==> config.mk <==
export PLATFORM = sky130hd
export DESIGN_NAME = two_finger_touch_smoother
export DESIGN_NICKNAME = d
export VERILOG_FILES = /design/src/rtl/tfts_pkg.sv /design/src/rtl/tfts_iter.sv /design/src/rtl/two_finger_touch_smoother.sv
export VERILOG_INCLUDE_DIRS = /design/src /design/src/rtl
export SDC_FILE = /design/constraint.sdc
export NUM_CORES = 2
export LEC_CHECK = 0
export BUFFER_PORTS_ARGS = -buffer_cell sky130_fd_sc_hd__buf_2
export CORE_ASPECT_RATIO = 0.75
export CORE_UTILIZATION = 36
export DETAILED_ROUTE_END_ITERATION = 7
export GPL_TIMING_DRIVEN = 0
export MAX_ROUTING_LAYER = met4
export PLACE_DENSITY = 0.52
export SETUP_SLACK_MARGIN = 0.4
export SLEW_MARGIN = 20
export SYNTH_ARGS = -nofsm -noshare
export SYNTH_HDL_FRONTEND = slang
export SYNTH_SLANG_ARGS = --single-unit
==> constraint.sdc <==
create_clock -name clk -period 11.5 [get_ports clk]
set_input_delay 1.725 -clock clk [delete_from_list [all_inputs] [get_ports clk]]
set_output_delay 1.725 -clock clk [all_outputs]
set_load 0.005 [all_outputs]
==> src/rtl/assert_macros.svh <==
// Assertion macros shared by the RTL of the two-finger touch smoother.
// Each macro wraps one concurrent assertion clocked by clk with reset rst_n.
`ifndef ASSERT_MACROS_SVH
`define ASSERT_MACROS_SVH

// Property checked at every clock edge outside reset.
`define TFTS_ASSERT(label, prop, msg) \
  label: assert property (@(posedge clk) disable iff (!rst_n) (prop)) else $error(msg);

// Condition in one cycle implies another condition in the next cycle.
`define TFTS_ASSERT_NEXT(label, pre, post, msg) \
  label: assert property (@(posedge clk) disable iff (!rst_n) (pre) |=> (post)) else $error(msg);

`endif

==> src/rtl/tfts_pkg.sv <==
// Package of the two-finger touch smoother: codes, widths and sequencer states.
// Used by tfts_iter and two_finger_touch_smoother; depends on nothing.
`default_nettype none

package tfts_pkg;

  localparam int CoordBits   = 16;
  localparam int AttBits     = 9;
  localparam int FrameBits   = 32;
  localparam int MaxInsertDef = 16;

  // Shared iterative unit: operand shift register and result widths.
  localparam int IterSrcW  = 34;
  localparam int IterRemW  = 20;
  localparam int IterResW  = 24;
  localparam int IterStepW = 6;
  localparam int SqrtSteps = IterSrcW / 2;
  localparam int SpaceBits = SqrtSteps;

  localparam int InDataW  = 136;
  localparam int OutDataW = 104;

  localparam logic [1:0] FUNC_NONE   = 2'd0;
  localparam logic [1:0] FUNC_SINGLE = 2'd1;
  localparam logic [1:0] FUNC_TWO    = 2'd2;
  localparam logic [1:0] FUNC_HANDS  = 2'd3;

  localparam logic [1:0] MODE_STAY   = 2'd0;
  localparam logic [1:0] MODE_IDLE   = 2'd1;
  localparam logic [1:0] MODE_SINGLE = 2'd2;
  localparam logic [1:0] MODE_HANDS  = 2'd3;

  localparam logic EV_POSITION = 1'b0;
  localparam logic EV_RELEASE  = 1'b1;

  localparam logic [2:0] REG_DEAD_ZONE  = 3'd0;
  localparam logic [2:0] REG_PINCH      = 3'd1;
  localparam logic [2:0] REG_IDLE_TO    = 3'd2;
  localparam logic [2:0] REG_SINGLE_TO  = 3'd3;
  localparam logic [2:0] REG_HANDS_TO   = 3'd4;
  localparam logic [2:0] REG_INSERT_CNT = 3'd5;

  typedef enum logic [3:0] {
    ST_IDLE,
    ST_DISPATCH,
    ST_SQ_MUL,
    ST_SQ_ACC,
    ST_SQRT_OLD,
    ST_SQRT_OLD_WAIT,
    ST_SQRT_CUR,
    ST_SQRT_CUR_WAIT,
    ST_EV_MUL,
    ST_EV_DIV,
    ST_EV_WAIT,
    ST_EV_EMIT,
    ST_EMIT_ONE,
    ST_EMIT_REL
  } seq_state_t;

  typedef struct packed {
    logic                 start;
    logic                 sqrt_mode;
    logic [IterStepW-1:0] steps;
  } iter_req_t;

  typedef struct packed {
    logic busy;
    logic done;
  } iter_stat_t;

endpackage

`default_nettype wire

==> src/rtl/tfts_iter.sv <==
// Shared restoring unit: integer square root or unsigned division, one digit a cycle.
// Depends on tfts_pkg for widths and the request and status structs.
`default_nettype none

module tfts_iter (
  input  wire logic                              clk,
  input  wire logic                              rst_n,
  input  wire tfts_pkg::iter_req_t               req,
  input  wire logic [tfts_pkg::IterSrcW-1:0]     operand,
  input  wire logic [tfts_pkg::IterRemW-1:0]     divisor,
  output tfts_pkg::iter_stat_t                   stat,
  output logic [tfts_pkg::IterResW-1:0]          result
);

  logic                              busy_r, busy_nxt;
  logic                              done_r, done_nxt;
  logic                              sqrt_r, sqrt_nxt;
  logic [tfts_pkg::IterStepW-1:0]    cnt_r, cnt_nxt;
  logic [tfts_pkg::IterSrcW-1:0]     src_r, src_nxt;
  logic [tfts_pkg::IterRemW-1:0]     rem_r, rem_nxt;
  logic [tfts_pkg::IterRemW-1:0]     div_r, div_nxt;
  logic [tfts_pkg::IterResW-1:0]     res_r, res_nxt;
  logic [tfts_pkg::IterRemW-1:0]     rem_sh;
  logic [tfts_pkg::IterRemW-1:0]     trial;
  logic                              ge;

  always_comb begin
    // In square root mode two operand bits enter per step and the trial
    // subtrahend is the partial root with 01 appended.
    if (sqrt_r) begin
      rem_sh = {rem_r[tfts_pkg::IterRemW-3:0],
                src_r[tfts_pkg::IterSrcW-1:tfts_pkg::IterSrcW-2]};
      trial  = {res_r[tfts_pkg::IterRemW-3:0], 2'b01};
    end else begin
      rem_sh = {rem_r[tfts_pkg::IterRemW-2:0], src_r[tfts_pkg::IterSrcW-1]};
      trial  = div_r;
    end
    ge = (rem_sh >= trial);

    busy_nxt = busy_r;
    done_nxt = 1'b0;
    sqrt_nxt = sqrt_r;
    cnt_nxt  = cnt_r;
    src_nxt  = src_r;
    rem_nxt  = rem_r;
    div_nxt  = div_r;
    res_nxt  = res_r;

    if (req.start) begin
      busy_nxt = 1'b1;
      sqrt_nxt = req.sqrt_mode;
      cnt_nxt  = req.steps;
      src_nxt  = operand;
      rem_nxt  = '0;
      div_nxt  = divisor;
      res_nxt  = '0;
    end else if (busy_r) begin
      rem_nxt = ge ? (rem_sh - trial) : rem_sh;
      res_nxt = {res_r[tfts_pkg::IterResW-2:0], ge};
      src_nxt = sqrt_r ? {src_r[tfts_pkg::IterSrcW-3:0], 2'b00}
                       : {src_r[tfts_pkg::IterSrcW-2:0], 1'b0};
      cnt_nxt = cnt_r - 1'b1;
      if (cnt_r == tfts_pkg::IterStepW'(1)) begin
        busy_nxt = 1'b0;
        done_nxt = 1'b1;
      end
    end
  end

  always_ff @(posedge clk) begin
    if (!rst_n) begin
      busy_r <= 1'b0;
      done_r <= 1'b0;
    end else begin
      busy_r <= busy_nxt;
      done_r <= done_nxt;
    end
    sqrt_r <= sqrt_nxt;
    cnt_r  <= cnt_nxt;
    src_r  <= src_nxt;
    rem_r  <= rem_nxt;
    div_r  <= div_nxt;
    res_r  <= res_nxt;
  end

  assign stat.busy = busy_r;
  assign stat.done = done_r;
  assign result    = res_r;

endmodule

`default_nettype wire

==> src/rtl/two_finger_touch_smoother.sv <==
// Top level of the two-finger touch smoother: sequencer, state and channels.
// Depends on tfts_pkg, tfts_iter and assert_macros.svh.
//
//   channel  direction  signals                          transfer when
//   in_      slave      in_tvalid/tready/tdata/tuser     in_tvalid && in_tready
//   out_     master     out_tvalid/tready/tdata/tuser/   out_tvalid && out_tready
//                       tlast
//   cfg_     slave      cfg_valid/ready/index/data       cfg_valid && cfg_ready
//
// A frame is taken only while the sequencer is idle. A two-finger frame with
// history computes nine squares through one 16x16 multiplier and two square
// roots in the shared iterative unit; a frame that moves or pinches then adds
// n events with four divisions per event. A stalled output holds the sequencer
// in its emit state. Reset is synchronous and gives the register defaults.
`default_nettype none
`include "assert_macros.svh"

module two_finger_touch_smoother #(
  parameter int MAX_INSERT = tfts_pkg::MaxInsertDef
) (
  input  wire logic                          clk,
  input  wire logic                          rst_n,
  // in_tdata from bit 0: frame_id[32], tip1_x, tip1_y, tip2_x, tip2_y [16 each],
  // tip1_orient, tip1_angle, tip2_orient, tip2_angle [9 each], zero fill
  input  wire logic                          in_tvalid,
  output logic                               in_tready,
  input  wire logic [tfts_pkg::InDataW-1:0]  in_tdata,
  // in_tuser from bit 0: func[2]
  input  wire logic [1:0]                    in_tuser,
  // out_tdata from bit 0: out1_x, out1_y, out2_x, out2_y [16 each], out1_orient,
  // out1_angle, out2_orient, out2_angle [9 each], next_mode[2], zero fill
  output logic                               out_tvalid,
  input  wire logic                          out_tready,
  output logic [tfts_pkg::OutDataW-1:0]      out_tdata,
  // out_tuser from bit 0: event_kind[1]
  output logic [0:0]                         out_tuser,
  output logic                               out_tlast,
  input  wire logic                          cfg_valid,
  output logic                               cfg_ready,
  input  wire logic [2:0]                    cfg_index,
  input  wire logic [15:0]                   cfg_data
);

  localparam int CntW = $clog2(MAX_INSERT + 1);
  localparam int NumW = tfts_pkg::CoordBits + CntW;
  localparam int CW   = tfts_pkg::CoordBits;
  localparam int AW   = tfts_pkg::AttBits;
  localparam int FW   = tfts_pkg::FrameBits;
  localparam int SW   = tfts_pkg::SpaceBits;

  tfts_pkg::seq_state_t state_r, state_nxt;

  // Configuration registers.
  logic [15:0] dz_r, dz_nxt;
  logic [15:0] pt_r, pt_nxt;
  logic [7:0]  ito_r, ito_nxt;
  logic [7:0]  sto_r, sto_nxt;
  logic [7:0]  hto_r, hto_nxt;
  logic [4:0]  ic_r, ic_nxt;

  // Latched frame; c_r holds the current points (snapped during the check).
  logic [1:0]    func_r, func_nxt;
  logic [FW-1:0] frame_r, frame_nxt;
  logic [CW-1:0] c_r [4];
  logic [CW-1:0] c_nxt [4];
  logic [AW-1:0] att_r [4];
  logic [AW-1:0] att_nxt [4];

  // History.
  logic [CW-1:0] held_r [4];
  logic [CW-1:0] held_nxt [4];
  logic [AW-1:0] hatt_r [4];
  logic [AW-1:0] hatt_nxt [4];
  logic [FW-1:0] last_r, last_nxt;
  logic          valid_r, valid_nxt;

  // Working registers of the sequencer.
  logic [3:0]        t_r, t_nxt;
  logic [2*CW-1:0]   prod_r, prod_nxt;
  logic [2*CW:0]     acc_r, acc_nxt;
  logic [2*CW-1:0]   dz2_r, dz2_nxt;
  logic [2*CW:0]     sqold_r, sqold_nxt;
  logic [SW-1:0]     spold_r, spold_nxt;
  logic              move_r, move_nxt;
  logic [CntW-1:0]   n_r, n_nxt;
  logic [CntW-1:0]   ind_r, ind_nxt;
  logic [1:0]        k_r, k_nxt;
  logic [NumW-1:0]   num_r, num_nxt;
  logic              neg_r, neg_nxt;
  logic [CW-1:0]     ev_r [4];
  logic [CW-1:0]     ev_nxt [4];

  // Output register.
  logic                          ov_r, ov_nxt;
  logic [tfts_pkg::OutDataW-1:0] od_r, od_nxt;
  logic                          ou_r, ou_nxt;
  logic                          ol_r, ol_nxt;

  tfts_pkg::iter_req_t              it_req;
  tfts_pkg::iter_stat_t             it_stat;
  logic [tfts_pkg::IterSrcW-1:0]    it_operand;
  logic [tfts_pkg::IterResW-1:0]    it_result;

  tfts_iter u_iter (
    .clk     (clk),
    .rst_n   (rst_n),
    .req     (it_req),
    .operand (it_operand),
    .divisor (tfts_pkg::IterRemW'(n_r)),
    .stat    (it_stat),
    .result  (it_result)
  );

  // Combinational helpers.
  logic [CW-1:0]   op_a, op_b, op_d;
  logic [2*CW:0]   sum;
  logic [FW-1:0]   elapsed;
  logic [7:0]      limit;
  logic [SW-1:0]   spcur, spdiff;
  logic            pinch;
  logic [CntW-1:0] n_calc;
  logic [CW:0]     dsig;
  logic [CW-1:0]   dmag;
  logic [CW-1:0]   quot;
  logic            out_free;

  function automatic logic [tfts_pkg::OutDataW-1:0] pack_out(
    input logic [CW-1:0] p0, input logic [CW-1:0] p1,
    input logic [CW-1:0] p2, input logic [CW-1:0] p3,
    input logic [AW-1:0] a0, input logic [AW-1:0] a1,
    input logic [AW-1:0] a2, input logic [AW-1:0] a3,
    input logic [1:0] mode);
    pack_out = {2'b00, mode, a3, a2, a1, a0, p3, p2, p1, p0};
  endfunction

  always_comb begin
    // Operand pair of the square term t: dead zone, the two tip moves, the
    // old spacing and finally the spacing of the snapped current points.
    unique case (t_r)
      4'd0:    begin op_a = dz_r;      op_b = '0;        end
      4'd1:    begin op_a = c_r[0];    op_b = held_r[0]; end
      4'd2:    begin op_a = c_r[1];    op_b = held_r[1]; end
      4'd3:    begin op_a = c_r[2];    op_b = held_r[2]; end
      4'd4:    begin op_a = c_r[3];    op_b = held_r[3]; end
      4'd5:    begin op_a = held_r[0]; op_b = held_r[2]; end
      4'd6:    begin op_a = held_r[1]; op_b = held_r[3]; end
      4'd7:    begin op_a = c_r[0];    op_b = c_r[2];    end
      default: begin op_a = c_r[1];    op_b = c_r[3];    end
    endcase
    op_d = (op_a > op_b) ? (op_a - op_b) : (op_b - op_a);
    sum  = acc_r + {1'b0, prod_r};

    elapsed = frame_r - last_r;
    unique case (func_r)
      tfts_pkg::FUNC_NONE:   limit = ito_r;
      tfts_pkg::FUNC_SINGLE: limit = sto_r;
      default:               limit = hto_r;
    endcase

    spcur  = it_result[SW-1:0];
    spdiff = (spcur > spold_r) ? (spcur - spold_r) : (spold_r - spcur);
    pinch  = (spdiff > SW'(pt_r));

    if (ic_r == 5'd0) begin
      n_calc = CntW'(1);
    end else if (7'(ic_r) > 7'(MAX_INSERT)) begin
      n_calc = CntW'(MAX_INSERT);
    end else begin
      n_calc = CntW'(ic_r);
    end

    dsig = {1'b0, c_r[k_r]} - {1'b0, held_r[k_r]};
    dmag = dsig[CW] ? CW'(-dsig) : dsig[CW-1:0];
    quot = it_result[CW-1:0];

    out_free = !ov_r || out_tready;

    it_req.start     = 1'b0;
    it_req.sqrt_mode = 1'b1;
    it_req.steps     = tfts_pkg::IterStepW'(tfts_pkg::SqrtSteps);
    it_operand       = {1'b0, sqold_r};

    state_nxt = state_r;
    dz_nxt  = dz_r;  pt_nxt  = pt_r;  ito_nxt = ito_r;
    sto_nxt = sto_r; hto_nxt = hto_r; ic_nxt  = ic_r;
    func_nxt  = func_r;
    frame_nxt = frame_r;
    c_nxt     = c_r;
    att_nxt   = att_r;
    held_nxt  = held_r;
    hatt_nxt  = hatt_r;
    last_nxt  = last_r;
    valid_nxt = valid_r;
    t_nxt     = t_r;
    prod_nxt  = prod_r;
    acc_nxt   = acc_r;
    dz2_nxt   = dz2_r;
    sqold_nxt = sqold_r;
    spold_nxt = spold_r;
    move_nxt  = move_r;
    n_nxt     = n_r;
    ind_nxt   = ind_r;
    k_nxt     = k_r;
    num_nxt   = num_r;
    neg_nxt   = neg_r;
    ev_nxt    = ev_r;
    ov_nxt    = out_tready ? 1'b0 : ov_r;
    od_nxt    = od_r;
    ou_nxt    = ou_r;
    ol_nxt    = ol_r;

    if (cfg_valid) begin
      unique case (cfg_index)
        tfts_pkg::REG_DEAD_ZONE:  dz_nxt  = cfg_data;
        tfts_pkg::REG_PINCH:      pt_nxt  = cfg_data;
        tfts_pkg::REG_IDLE_TO:    ito_nxt = cfg_data[7:0];
        tfts_pkg::REG_SINGLE_TO:  sto_nxt = cfg_data[7:0];
        tfts_pkg::REG_HANDS_TO:   hto_nxt = cfg_data[7:0];
        tfts_pkg::REG_INSERT_CNT: ic_nxt  = cfg_data[4:0];
        default: ;
      endcase
    end

    unique case (state_r)
      tfts_pkg::ST_IDLE: begin
        if (in_tvalid) begin
          func_nxt   = in_tuser;
          frame_nxt  = in_tdata[31:0];
          c_nxt[0]   = in_tdata[47:32];
          c_nxt[1]   = in_tdata[63:48];
          c_nxt[2]   = in_tdata[79:64];
          c_nxt[3]   = in_tdata[95:80];
          att_nxt[0] = in_tdata[104:96];
          att_nxt[1] = in_tdata[113:105];
          att_nxt[2] = in_tdata[122:114];
          att_nxt[3] = in_tdata[131:123];
          state_nxt  = tfts_pkg::ST_DISPATCH;
        end
      end
      tfts_pkg::ST_DISPATCH: begin
        if (func_r != tfts_pkg::FUNC_TWO) begin
          state_nxt = (elapsed > FW'(limit)) ? tfts_pkg::ST_EMIT_REL : tfts_pkg::ST_IDLE;
        end else if (!valid_r) begin
          state_nxt = tfts_pkg::ST_EMIT_ONE;
        end else begin
          t_nxt     = '0;
          move_nxt  = 1'b0;
          state_nxt = tfts_pkg::ST_SQ_MUL;
        end
      end
      tfts_pkg::ST_SQ_MUL: begin
        prod_nxt  = op_d * op_d;
        state_nxt = tfts_pkg::ST_SQ_ACC;
      end
      tfts_pkg::ST_SQ_ACC: begin
        case (t_r)
          4'd0: dz2_nxt = prod_r;
          4'd2: begin
            // Tip 1 inside the dead zone snaps back to its held position.
            if (sum < {1'b0, dz2_r}) begin
              c_nxt[0] = held_r[0];
              c_nxt[1] = held_r[1];
            end else begin
              move_nxt = 1'b1;
            end
          end
          4'd4: begin
            if (sum < {1'b0, dz2_r}) begin
              c_nxt[2] = held_r[2];
              c_nxt[3] = held_r[3];
            end else begin
              move_nxt = 1'b1;
            end
          end
          4'd6: sqold_nxt = sum;
          4'd8: acc_nxt = sum;
          default: acc_nxt = {1'b0, prod_r};
        endcase
        if (t_r == 4'd8) begin
          state_nxt = tfts_pkg::ST_SQRT_OLD;
        end else begin
          t_nxt     = t_r + 1'b1;
          state_nxt = tfts_pkg::ST_SQ_MUL;
        end
      end
      tfts_pkg::ST_SQRT_OLD: begin
        it_req.start = 1'b1;
        state_nxt    = tfts_pkg::ST_SQRT_OLD_WAIT;
      end
      tfts_pkg::ST_SQRT_OLD_WAIT: begin
        if (it_stat.done) begin
          spold_nxt = it_result[SW-1:0];
          state_nxt = tfts_pkg::ST_SQRT_CUR;
        end
      end
      tfts_pkg::ST_SQRT_CUR: begin
        it_req.start = 1'b1;
        it_operand   = {1'b0, acc_r};
        state_nxt    = tfts_pkg::ST_SQRT_CUR_WAIT;
      end
      tfts_pkg::ST_SQRT_CUR_WAIT: begin
        if (it_stat.done) begin
          if (pinch || move_r) begin
            n_nxt     = n_calc;
            ind_nxt   = n_calc - 1'b1;
            k_nxt     = '0;
            state_nxt = tfts_pkg::ST_EV_MUL;
          end else begin
            state_nxt = tfts_pkg::ST_EMIT_ONE;
          end
        end
      end
      tfts_pkg::ST_EV_MUL: begin
        num_nxt   = NumW'(ind_r * dmag);
        neg_nxt   = dsig[CW];
        state_nxt = tfts_pkg::ST_EV_DIV;
      end
      tfts_pkg::ST_EV_DIV: begin
        it_req.start     = 1'b1;
        it_req.sqrt_mode = 1'b0;
        it_req.steps     = tfts_pkg::IterStepW'(NumW);
        it_operand       = {num_r, (tfts_pkg::IterSrcW - NumW)'(0)};
        state_nxt        = tfts_pkg::ST_EV_WAIT;
      end
      tfts_pkg::ST_EV_WAIT: begin
        if (it_stat.done) begin
          // The quotient is truncated toward zero, so it moves back from the
          // current point by its magnitude against the sign of the move.
          ev_nxt[k_r] = neg_r ? (c_r[k_r] + quot) : (c_r[k_r] - quot);
          if (k_r == 2'd3) begin
            state_nxt = tfts_pkg::ST_EV_EMIT;
          end else begin
            k_nxt     = k_r + 1'b1;
            state_nxt = tfts_pkg::ST_EV_MUL;
          end
        end
      end
      tfts_pkg::ST_EV_EMIT: begin
        if (out_free) begin
          ov_nxt = 1'b1;
          od_nxt = pack_out(ev_r[0], ev_r[1], ev_r[2], ev_r[3],
                            att_r[0], att_r[1], att_r[2], att_r[3],
                            tfts_pkg::MODE_STAY);
          ou_nxt = tfts_pkg::EV_POSITION;
          ol_nxt = (ind_r == '0);
          if (ind_r == '0) begin
            held_nxt  = c_r;
            hatt_nxt  = att_r;
            last_nxt  = frame_r;
            state_nxt = tfts_pkg::ST_IDLE;
          end else begin
            ind_nxt   = ind_r - 1'b1;
            k_nxt     = '0;
            state_nxt = tfts_pkg::ST_EV_MUL;
          end
        end
      end
      tfts_pkg::ST_EMIT_ONE: begin
        if (out_free) begin
          ov_nxt = 1'b1;
          // Without history the frame itself goes out; with history the
          // held points and attitudes go out once.
          if (valid_r) begin
            od_nxt = pack_out(held_r[0], held_r[1], held_r[2], held_r[3],
                              hatt_r[0], hatt_r[1], hatt_r[2], hatt_r[3],
                              tfts_pkg::MODE_STAY);
          end else begin
            od_nxt = pack_out(c_r[0], c_r[1], c_r[2], c_r[3],
                              att_r[0], att_r[1], att_r[2], att_r[3],
                              tfts_pkg::MODE_STAY);
          end
          ou_nxt    = tfts_pkg::EV_POSITION;
          ol_nxt    = 1'b1;
          held_nxt  = c_r;
          hatt_nxt  = att_r;
          last_nxt  = frame_r;
          valid_nxt = 1'b1;
          state_nxt = tfts_pkg::ST_IDLE;
        end
      end
      tfts_pkg::ST_EMIT_REL: begin
        if (out_free) begin
          ov_nxt = 1'b1;
          unique case (func_r)
            tfts_pkg::FUNC_NONE:   od_nxt = {2'b00, tfts_pkg::MODE_IDLE, 100'd0};
            tfts_pkg::FUNC_SINGLE: od_nxt = {2'b00, tfts_pkg::MODE_SINGLE, 100'd0};
            default:               od_nxt = {2'b00, tfts_pkg::MODE_HANDS, 100'd0};
          endcase
          // A release out of single or two-hand touch restarts the timeout.
          if (func_r != tfts_pkg::FUNC_NONE) begin
            last_nxt = frame_r;
          end
          ou_nxt    = tfts_pkg::EV_RELEASE;
          ol_nxt    = 1'b1;
          valid_nxt = 1'b0;
          state_nxt = tfts_pkg::ST_IDLE;
        end
      end
      default: state_nxt = tfts_pkg::ST_IDLE;
    endcase
  end

  always_ff @(posedge clk) begin
    if (!rst_n) begin
      state_r <= tfts_pkg::ST_IDLE;
      dz_r    <= 16'd80;
      pt_r    <= 16'd192;
      ito_r   <= 8'd4;
      sto_r   <= 8'd4;
      hto_r   <= 8'd4;
      ic_r    <= 5'd5;
      last_r  <= '0;
      valid_r <= 1'b0;
      ov_r    <= 1'b0;
      for (int i = 0; i < 4; i++) begin
        held_r[i] <= '0;
        hatt_r[i] <= '0;
      end
    end else begin
      state_r <= state_nxt;
      dz_r    <= dz_nxt;
      pt_r    <= pt_nxt;
      ito_r   <= ito_nxt;
      sto_r   <= sto_nxt;
      hto_r   <= hto_nxt;
      ic_r    <= ic_nxt;
      last_r  <= last_nxt;
      valid_r <= valid_nxt;
      ov_r    <= ov_nxt;
      held_r  <= held_nxt;
      hatt_r  <= hatt_nxt;
    end
    func_r  <= func_nxt;
    frame_r <= frame_nxt;
    c_r     <= c_nxt;
    att_r   <= att_nxt;
    t_r     <= t_nxt;
    prod_r  <= prod_nxt;
    acc_r   <= acc_nxt;
    dz2_r   <= dz2_nxt;
    sqold_r <= sqold_nxt;
    spold_r <= spold_nxt;
    move_r  <= move_nxt;
    n_r     <= n_nxt;
    ind_r   <= ind_nxt;
    k_r     <= k_nxt;
    num_r   <= num_nxt;
    neg_r   <= neg_nxt;
    ev_r    <= ev_nxt;
    od_r    <= od_nxt;
    ou_r    <= ou_nxt;
    ol_r    <= ol_nxt;
  end

  assign in_tready    = (state_r == tfts_pkg::ST_IDLE);
  assign cfg_ready    = 1'b1;
  assign out_tvalid   = ov_r;
  assign out_tdata    = od_r;
  assign out_tuser[0] = ou_r;
  assign out_tlast    = ol_r;

  // The shared unit must be quiet whenever a new frame can be taken.
  `TFTS_ASSERT(a_idle_unit_quiet, in_tready |-> !it_stat.busy, "unit busy while idle")
  // A release event always closes the run of its frame.
  `TFTS_ASSERT(a_release_last, (out_tvalid && out_tuser[0]) |-> out_tlast,
               "release without last")
  // A finished square root or division is only ever awaited in a wait state.
  `TFTS_ASSERT(a_done_in_wait, it_stat.done |-> (state_r == tfts_pkg::ST_SQRT_OLD_WAIT ||
               state_r == tfts_pkg::ST_SQRT_CUR_WAIT || state_r == tfts_pkg::ST_EV_WAIT),
               "unit result not awaited")
  // Starting the unit always makes it busy.
  `TFTS_ASSERT_NEXT(a_start_busy, it_req.start, it_stat.busy, "unit did not start")

endmodule

`default_nettype wire
# ---- Word-level counts from Yosys, hierarchy flattened
# Cells that the tools add are included.
dict set report word_totals {
  regBits 774
  inputBits 162
  out_inout_bits 109
  word_cells 299
}
dict set report op_classes {
  add_sub_neg 16
  n_mul 2
  magnitude_cmp 9
  n_eq_ne 52
  n_mux 104
  bitwise 4
  n_reduce_logical 57
}
# op count
set op_table {}
lappend op_table {{$mux W104} 3}
lappend op_table {{$pmux W104 S3} 1}
lappend op_table {{$mux W32} 9}
lappend op_table {{$mux W64} 4}
lappend op_table {{$pmux W64 S2} 2}
lappend op_table {{$pmux W102 S2} 1}
lappend op_table {{$pmux W16 S6} 2}
lappend op_table {{$mux W16} 8}
lappend op_table {{$mux W36} 3}
lappend op_table {{$mux W34} 3}
lappend op_table {{$mux W100} 1}
lappend op_table {{$pmux W32 S3} 1}
lappend op_table {{$pmux W36 S2} 1}
lappend op_table {{$pmux W34 S2} 1}
lappend op_table {{$pmux W33 S2} 1}
lappend op_table {{$bmux W16 S2} 2}
lappend op_table {{$bwmux W64} 1}
lappend op_table {{$mux W4} 13}
lappend op_table {{$pmux W4 S13} 1}
lappend op_table {{$sub A16 B16 Y16} 3}
lappend op_table {{$mux W20} 2}
lappend op_table {{$sub A17 B17 Y17} 2}
lappend op_table {{$add A33 B32 Y33} 1}
lappend op_table {{$lt A33 B32 Y1} 1}
lappend op_table {{other kinds (65)} 177}

# ---- Depth between registers and ports, before layout
dict set report logic_depth {
  depth_word 8
  mapped_depth 49
  mapped_depth_nobuf 44
}

# ---- By module
# From an unflattened synthesis, not the netlist that was laid out.
dict set report hier_totals {
  hier_cells 5461
  area_unflattened_um2 52929.5
}
# mod instances cells_each area_each_um2 seq_area_each_um2
set modules_own_cells {}
lappend modules_own_cells {two_finger_touch_smoother 1 4888 47091.4 18577.8}
lappend modules_own_cells {tfts_iter 1 573 5838.1 2732.6}

# ---- Least setup slack after synthesis
# No wires, ideal clock.
dict set report synth_timing {
  path_type {reg2reg}
  start {register t_r[0]}
  end {register prod_r[31] (data pin)}
  setup_ns 0.268
  t_arrival_ns 11.392
  required_ns 11.232
  setup_slack_ns -0.160
  stages_incl_launch_ff 45
  path_buffers 5
  period_less_slack_ns 11.660
  path_cell_list {edfxtp_1 -> ha_1 -> and2_1 -> clkbuf_1 -> or2_2 -> clkbuf_1 -> nor4_2 -> nor2b_1 -> buf_2 -> buf_1 -> mux2_2 -> ha_1 -> fa_1 -> nor2b_1 -> o21bai_1 -> a211o_1 -> and3_1 -> nor2_2 -> [... 9 more ...] -> fa_1 -> fa_1 -> fa_1 -> inv_1 -> fa_1 -> inv_1 -> ha_1 -> a21oi_1 -> nor2_1 -> a211oi_1 -> o21ai_0 -> a41oi_1 -> a21oi_1 -> and2_1 -> o21ai_0 -> a21o_1 -> a211o_1 -> xnor3_1}
}
dict set report synth_via {
  elab_chain_cells 6
  word_cells_on_any_way 18
  classes_between {2 x add/sub; 1 x mul; 1 x order compare; 7 x eq/ne; 3 x mux; 4 x reduce/logical}
}
# item line_no
set synth_rtl {}
lappend synth_rtl {{start: declaration} two_finger_touch_smoother.sv:78} ;# logic [3:0] t_r, t_nxt;
lappend synth_rtl {{start signal: assignment} two_finger_touch_smoother.sv:437} ;# t_r <= t_nxt;
lappend synth_rtl {{$eq A4 B3 Y1 (tied with other cells)} two_finger_touch_smoother.sv:139} ;# unique case (t_r)
lappend synth_rtl {{$reduce_or A2 Y1 (no line)} -}
lappend synth_rtl {{$pmux W16 S6} two_finger_touch_smoother.sv:139}
lappend synth_rtl {{$sub A16 B16 Y16 / $gt A16 B16 Y1 (equally long branches)} two_finger_touch_smoother.sv:150} ;# op_d = (op_a > op_b) ? (op_a - op_b) : (op_b - op_a);
lappend synth_rtl {{$mux W16 *} two_finger_touch_smoother.sv:150}
lappend synth_rtl {{$mul A16 B16 Y32 *} two_finger_touch_smoother.sv:252} ;# prod_nxt = op_d * op_d;
lappend synth_rtl {{end signal: assignment} two_finger_touch_smoother.sv:438} ;# prod_r <= prod_nxt;
lappend synth_rtl {{end: declaration} two_finger_touch_smoother.sv:79} ;# logic [2*CW-1:0] prod_r, prod_nxt;
# Every way passes the cells marked *; elsewhere a longest branch is shown, timed or not.
# A chain may end at the register's enable or synchronous reset.

# ---- Final worst setup path
# Same ends and word-level chain as after synthesis.

==> results_dict.tcl <==
set metrics [dict create \
    grt_pass1_wl_mm 258.0 \
    pre_cts_ws_ps -2029 \
    rsz0062_at_grt "yes" \
    firstDrtPassIters 8 \
    worstSetupPathType "flop to flop" \
    synth_edf_count 532 \
    violations "design-rule violations" \
    syn_avg_cell_area_sq_um 9.728 \
    synth-seq-cells 770 \
    grt-busiest-layer "met1" \
    max_stage_delay_ps 560 \
    worst_slew_pin_slew_ps 1234 \
    synth_ff_type "edfxtp_1" \
    hold_viol 0 \
    yosysWarnings 0 \
    cts_buffers 84 \
    die_area_sq_um 146000 \
    root_buffer "clkbuf_16" \
    worstSetupStartpointType "flop" \
    setup_ws_ps 549.4 \
    ys_async_sr_fraction 0 \
    status "finished, violations left" \
    coreArea_sq_um 143100 \
    ant_nets 0 \
    antenna_found_initial 12 \
    seq_area_frac_synth 0.3987 \
    clockBufferDepth 3 \
    crit_top_cell "fa_1" \
    crit_slowest_cell "fa_1" \
    synthCells 5347 \
    cts.sinks 770 \
    io_buffers 263 \
    grt_pass1_vias 39920 \
    fin_skew_ps 60.38 \
    via_per_inst 5.366 \
    maxCapViolations 0 \
    ys_types 87 \
    slew_viol_final 0 \
    hp-class "flop to flop" \
    grtUsageMet3 0.03558 \
    route.detailed.wl_per_inst_um 22.35 \
    worstSetupEndpointType "flop" \
    holdBufCountCts 0 \
    gp_congestion 0.9912 \
    row_count 120 \
    io-pin-count 271 \
    die_w_um 440.9 \
    max_freq_mhz 91.32 \
    finalNetCount 6533 \
    drc 17 \
    cp_max_fo 7 \
    finalWirelength_mm 173.1 \
    path_buf_inv 10 \
    grt_max_degree 49 \
    clk_pin_slew_ps 60 \
    fin_crit_ps 10950 \
    cp.required_ps 11920 \
    syn_to_final_growth_pct 16.63 \
    place.detailed.hpwl_mm 136.4 \
    drt_iter0_markers 4187 \
    track_usage 0.2421 \
    period_share 0.9522 \
    syn_area_sq_um 52020 \
    setup_violations 0 \
    max_slew_margin 0.1715 \
    die-height_um 331.2 \
    cts_tree "built" \
    worstPathArrival_ps 11380 \
    layout-drive-gt1-share 0.1351 \
    overflow 0 \
    start_util 0.3635 \
    cpLargestDelayFamily "adder cells" \
    r2r_setup_slack_ps 550 \
    use_met2 0.3398 \
    clkLatencyLatePin_ps 720 \
    vias 41570 \
    h-tree-depth 3 \
    grt_use_met1 0.3638 \
]
cells by family (layout without fill, tap and decap cells):
logic type,count (synthesis),in the layout,synth area share
xor gates and xnor gates,193,193,0.03276
other,2,5,0.0001444
adders and majority gates,587,587,0.1722
AOI/OAI and AO/OA,1068,1068,0.1338
muxes,296,296,0.06636
DFF,770,770,0.3987
and+or+nand+nor,1664,1664,0.1402
buffers and inverters,767,1273,0.05576
Yosys cell counts, types with 23 or more instances:
master | n | area, sq um
mux4_2 | 32 | 720.7
dfxtp_1 | 238 | 4765
xor2_1 | 52 | 455.4
mux2_2 | 71 | 799.5
inv_1 | 508 | 1907
a21oi_1 | 386 | 1932
fa_1 | 215 | 4304
ha_1 | 372 | 4654
a22o_1 | 44 | 385.4
a22oi_1 | 37 | 277.8
and3_1 | 35 | 219.0
and2_1 | 101 | 631.9
mux2i_1 | 193 | 1932
nor3_1 | 67 | 335.3
nor2b_1 | 53 | 331.6
o31ai_1 | 77 | 578.1
o21ai_0 | 146 | 730.7
nor2_1 | 221 | 829.6
a21o_1 | 78 | 585.6
nand3_1 | 71 | 355.3
a31oi_1 | 27 | 168.9
xnor2_1 | 140 | 1226
o21a_1 | 23 | 172.7
clkbuf_1 | 228 | 855.8
nand2b_1 | 35 | 219.0
nand4_1 | 25 | 156.4
edfxtp_1 | 532 | 15980
a222oi_1 | 30 | 300.3
nand2_1 | 984 | 3694
a211oi_1 | 31 | 232.7
through the flow:
stage	util	area, sq um	setup TNS [ps]	cells	hold WS, ps
2_1_floorplan	-	52060	0	5348	400.3
3_3_place_gp	0.3896	55740	-29340	7502	414.9
3_5_place_dp	0.3922	56120	-26610	7516	406.3
4_1_cts	0.4195	60030	0	7714	420.1
5_1_grt	0.4240	60670	0	7747	425.0
6_report	0.4240	60670	0	7747	418.0
cell usage in the layout, fill, tap and decap left out, types with 78 or more instances in the layout:
cell type / Yosys / final
clkbuf_1: 228 / 207
a21oi_1: 386 / 378
dfxtp_1: 238 / 238
buf_2: 8 / 264
mux2i_1: 193 / 189
inv_1: 508 / 498
fa_1: 215 / 212
nor2_1: 221 / 216
clkbuf_16: 0 / 86
nand2_1: 984 / 979
xnor2_1: 140 / 131
and2_1: 101 / 91
o21ai_0: 146 / 140
edfxtp_1: 532 / 532
a21o_1: 78 / 78
ha_1: 372 / 352
flip-flops by register name (all words and copies together), names as in the netlist, 6 cells and up:
signal,count
acc_r,33
att_r,36
c_r,64
dz2_r,31
dz_r,16
ev_r,64
frame_r,32
hatt_r,36
held_r,64
hto_r,8
ito_r,8
last_r,32
num_r,21
out_tdata,102
prod_r,31
pt_r,16
spold_r,17
sqold_r,33
sto_r,8
u_iter.cnt_r,6
u_iter.rem_r,19
u_iter.result,18
u_iter.src_r,34
final timing paths:
check                           startpoint               to  cells after the start
worst max-delay path                t_r[0]       prod_r[31]                     46
worst min-delay path                n_r[3]  u_iter.div_r[3]                      0
worst max register to register      t_r[0]       prod_r[31]                     46
worst min register to register      n_r[3]  u_iter.div_r[3]                      0
what timing repair did:
| action | CTS | global route |
|---|---|---|
| setup buffers | 41 | 31 |
| pin swaps | 39 | 63 |
| resized for setup | 171 | 103 |
| setup endpoints to repair | 25 | 10 |
| gates cloned | 1 | 0 |
layout make-up:
| type | count | area, sq um |
|---|---|---|
| diodes | 2 | 5.005 |
| plain buffers | 257 | 1225 |
| clock buffers | 103 | 2266 |
| clock inverters | 53 | 568.0 |
| fillers | 13990 | 82420 |
| inverters | 510 | 1914 |
| multi-input cells | 3811 | 29330 |
| flip-flops and latches | 770 | 20740 |
| well taps | 1891 | 2366 |
| repair buffers | 350 | 2250 |
per-layer routing:
layer | routed length [um] | share of wire
met1 | 85130 | 0.49
met2 | 71960 | 0.42
met3 | 12600 | 0.073
met4 | 3437 | 0.020
met5 | 0 | 0
Power is not shown: default switching activity piles up to over one toggle a cycle in this logic, so the estimate is an artifact.
